## src/lvwf_pkg.sv

```systemverilog
// Shared constants and codes for the least-visited wall follower.
`default_nettype none
package lvwf_pkg;

    localparam int MAX_WIDTH_DEF  = 16;
    localparam int MAX_HEIGHT_DEF = 16;

    localparam int COUNT_W = 16;
    localparam logic [COUNT_W-1:0] VISIT_LIMIT = 16'hFFFF;

    localparam int CFG_INDEX_W = 2;
    localparam int CFG_DATA_W  = 5;
    localparam logic [CFG_INDEX_W-1:0] REG_MAZE_WIDTH  = 2'd0;
    localparam logic [CFG_INDEX_W-1:0] REG_MAZE_HEIGHT = 2'd1;
    localparam logic [CFG_DATA_W-1:0]  MAZE_WIDTH_RST  = 5'd16;
    localparam logic [CFG_DATA_W-1:0]  MAZE_HEIGHT_RST = 5'd16;

    localparam logic [1:0] DIR_UP    = 2'd0;
    localparam logic [1:0] DIR_RIGHT = 2'd1;
    localparam logic [1:0] DIR_DOWN  = 2'd2;
    localparam logic [1:0] DIR_LEFT  = 2'd3;

    localparam logic [1:0] TURN_RIGHT = 2'd1;
    localparam logic [1:0] TURN_FRONT = 2'd0;
    localparam logic [1:0] TURN_LEFT  = 2'd3;
    localparam logic [1:0] TURN_BACK  = 2'd2;

endpackage
`default_nettype wire

```

## src/lvwf_count_ram.sv

```systemverilog
// Visit count memory: one write port, one registered read port.
`default_nettype none
module lvwf_count_ram #(
    parameter int DEPTH = 256,
    parameter int AW    = 8
) (
    input  wire                          i_clk,
    input  wire                          i_wr_en,
    input  wire  [AW-1:0]                i_wr_addr,
    input  wire  [lvwf_pkg::COUNT_W-1:0] i_wr_data,
    input  wire  [AW-1:0]                i_rd_addr,
    output logic [lvwf_pkg::COUNT_W-1:0] o_rd_data
);

    logic [lvwf_pkg::COUNT_W-1:0] r_mem [DEPTH];

    always_ff @(posedge i_clk) begin
        if (i_wr_en) begin
            r_mem[i_wr_addr] <= i_wr_data;
        end
        o_rd_data <= r_mem[i_rd_addr];
    end

endmodule
`default_nettype wire

```

## config.mk

```make
export PLATFORM = sky130hd
export DESIGN_NAME = lvwf_count_ram
export DESIGN_NICKNAME = d
export VERILOG_FILES = /design/src/lvwf_pkg.sv /design/src/lvwf_count_ram.sv
export SDC_FILE = /design/constraint.sdc
export NUM_CORES = 2
export LEC_CHECK = 0
export ABC_AREA = 1
export BUFFER_PORTS_ARGS = -buffer_cell sky130_fd_sc_hd__buf_2
export CORE_AREA = 2 2 610 612
export CTS_CLUSTER_SIZE = 20
export DETAILED_ROUTE_END_ITERATION = 6
export DIE_AREA = 0 0 612 614
export HOLD_SLACK_MARGIN = 0.05
export PLACE_DENSITY = 0.57
export SLEW_MARGIN = 20
export SYNTH_ARGS = -nofsm -noshare
export SYNTH_HDL_FRONTEND = slang
export SYNTH_SLANG_ARGS = --single-unit
export TNS_END_PERCENT = 100
```

## constraint.sdc

```tcl
create_clock -name i_clk -period 2.4 [get_ports i_clk]
set_input_delay 0.24 -clock i_clk [delete_from_list [all_inputs] [get_ports i_clk]]
set_output_delay 0.24 -clock i_clk [all_outputs]
set_load 0.02 [all_outputs]
```

==> impl_results.md <==
* Normalized max-slew margin at 0.2613
* Routed wire length at 513,500 µm
* Clock period minus worst slack at 2421 ps
* Final cell utilization of the core at 0.5236
* Maximum number of pins on one net before global-route repair at 93
* Remaining number of nets flagged by the antenna check after routing at 0
* Detailed-route DRC error count at 0
* Overall via count from detail_route at 112.3k
* Launching element type of the critical path: flip-flop
* Area occupied by multi-input gates at 37,170 µm²
* Weighted congestion reported at the end of routability-driven placement at 0.9271
* TritonCTS clock tree: yes
* Overflow left after global routing at 0
* Die ar. at 375,800 µm²
* Slew @ Worst Pin at 1107 ps
* Total of warnings raised by yosys at 0
* Layout fillers at 31.03k
* Library cell used as clock root buffer: sky130_fd_sc_hd__clkbuf_16
* Row cnt at 224
* Half-perimeter wire length after detailed placement at 315,400 µm
* Kind of path behind the tightest hold check: in2reg
* Worst Path Max Fanout at 1
* Worst endpoint data arrival time at 3300 ps
* Worst hold path startpoint: i_wr_data[3]
* Syn Nets at 13.65k
* Vias per cell at 5.725
* Class of the most critical setup path: reg2reg
* Clock-pin slew on the worst setup and hold paths at 60 ps
* Fraction of the yosys area taken by sequential cells at 0.7442
* Pre-CTS WS at -701.5 ps
* Max H-tree Level at 5
* Number of ports placed on the die boundary at 50
* Router iterations before antenna repair at 7
* Type of element capturing the critical path: flip-flop
* Most common library cell in the layout ignoring fill and taps: sky130_fd_sc_hd__nand2_1
* Initial core utilization at 0.4476
* Global-route total usage across every layer at 0.2678
* Sequential cell area at 123,300 µm²
* Synth Area per Inst at 12.17 µm²
* Count of final max-slew check failures at 0
* Ratio of cells with drive above 1 in the final layout at 0.1230
* Status: finished with violations
* Static Leakage at 0.06875 µW
* Post-route clock skew at 73.12 ps
* Worst-Skew Late Latency at 1000 ps
* IR Drop Worst-Case VDD at 0.7530 mV
* Nets@finish at 14.31k
* Standard cell core area at 370,200 µm²
* Number of distinct library cells after synthesis at 15
* FMAX at 0.4130 GHz
* Die height at 614 µm
* Via count of the first global-routing pass at 105.9k
* Maximum buffer depth of the clock tree at 4
* Commonest cells after routing, fill and taps aside: sky130_fd_sc_hd__nand2_1 (4,195), sky130_fd_sc_hd__edfxtp_1 (4,096), sky130_fd_sc_hd__nand3_1 (4,033)
* Number of port buffers at 49
* Power density of the placed cells at 807.0 nW/µm²
* Setup-failing EPs final at 1
* Initial detailed-routing violation count at 15.37k
* Seq cells post-synth at 4,112
* Violated checks: negative setup slack
* Global-route wire length before repair at 739,100 µm
* Area delta synth->final at 16.99%
* Initial antenna violation count at 29
* Number of sinks driven by the clock tree at 4,112
* Max-cap violation count at 0
* Worst-case setup margin in the final layout at -21.42 ps
* Reg-to-Reg Start: r_mem[169][2]$_DFFE_PP_
* Setup repair after global routing missed its margin: no
* Cell count after synthesis at 13.62k
* Synthesized cell area at 165,700 µm²
* Required time at the endpoint of the critical path at 3280 ps
* Horizontal die dimension at 612 µm
* Final worst-path cycle share at 1.009
* Critical path launch point: r_mem[169][2]$_DFFE_PP_
* Detailed-route wire length per cell at 26.18 µm
* Inserted Clock Buffers at 426
* Number of hold violations in the final report at 0
sequential cells by signal, summed over array words and instances (netlist names):
name and count:
r_mem 4096, o_rd_data 16
per-stage QoR:
step	total power, µW	setup TNS (ps)	instances	hold slack [ps]	cell area [µm²]
after global placement	91320	-6698	18797	537.9	179700
final	156400	-21.42	19616	160.4	193900
after detailed placement	91430	-6803	18797	540.1	179700
after floorplan	85670	0	13617	338.9	165700
after global routing	160500	0	19609	145.9	193800
after CTS	157100	0	19598	77.73	193800
cells by family after synthesis:
kind of cell	Yosys count	synth area share
buf+inv	976	0.03214
flops	4112	0.7442
simple gates	8529	0.2237
per-layer routing:
layer | track usage | wire (µm) | vias up
li1 | - | - | 49996
met4 | 0.09588 | 18640 | 6
met1 | 0.3803 | 211500 | 55906
met5 | 0 | 34 | -
met3 | 0.04135 | 46260 | 867
met2 | 0.4197 | 237100 | 5531
where the power goes:
group,internal [µW],switching [µW]
clock network,38600,27700
logic,3110,7720
registers,79100,103
final cells by class:
type | instances | share of cell area
inverter | 39 | 0.001026
tap | 4972 | 0.03209
antenna | 18 | 0.0002324
clock buffer | 522 | 0.05832
timing repair buffer | 1165 | 0.06695
clock inverter | 259 | 0.01352
sequential | 4112 | 0.6361
multi-input combinational | 8529 | 0.1917
final timing paths:
check,to,slack [ps],cells after the start
worst max-delay path,o_rd_data[2]$_DFF_P_,-20,11
worst min-delay path,r_mem[223][3]$_DFFE_PP_,160,2
worst max register to register,o_rd_data[2]$_DFF_P_,-20,11
worst min register to register,o_rd_data[3]$_DFF_P_,1000,10
Yosys cell counts:
cell | count | share of area
sky130_fd_sc_hd__buf_6 | 53 | 0.0036
sky130_fd_sc_hd__edfxtp_1 | 4096 | 0.74
sky130_fd_sc_hd__inv_1 | 35 | 0.00079
sky130_fd_sc_hd__buf_8 | 1 | 0.000091
sky130_fd_sc_hd__nand3_1 | 4035 | 0.12
sky130_fd_sc_hd__nor2_1 | 283 | 0.0064
sky130_fd_sc_hd__buf_12 | 1 | 0.00012
sky130_fd_sc_hd__inv_4 | 2 | 0.000075
sky130_fd_sc_hd__clkbuf_1 | 154 | 0.0035
sky130_fd_sc_hd__dfxtp_1 | 16 | 0.0019
sky130_fd_sc_hd__buf_1 | 70 | 0.0016
sky130_fd_sc_hd__inv_2 | 2 | 0.000045
sky130_fd_sc_hd__nand2_1 | 4211 | 0.095
sky130_fd_sc_hd__buf_4 | 163 | 0.0074
sky130_fd_sc_hd__buf_2 | 495 | 0.015
worst max-delay path, stage by stage, from the launching register on:
cell and delay, ps:
sky130_fd_sc_hd__edfxtp_1 380, sky130_fd_sc_hd__nand2_1 90, sky130_fd_sc_hd__nand3_1 80, sky130_fd_sc_hd__nand3_1 130, sky130_fd_sc_hd__nand3_1 110, sky130_fd_sc_hd__nand3_1 210, sky130_fd_sc_hd__nand3_1 310, sky130_fd_sc_hd__nand3_1 480
sky130_fd_sc_hd__nand2_1 110, sky130_fd_sc_hd__buf_4 180, sky130_fd_sc_hd__nand2_1 180, sky130_fd_sc_hd__nand2_1 90
repair_timing:
| action | in CTS | in global routing |
|---|---|---|
| gates resized for setup | 0 | 2 |
| hold endpoints to repair | 3048 | 0 |
| setup endpoints to repair | 0 | 2 |
| hold buffers | 20 | 0 |
| buffers inserted | 0 | 0 |
Note: power is estimated with default switching activity, not from simulation.
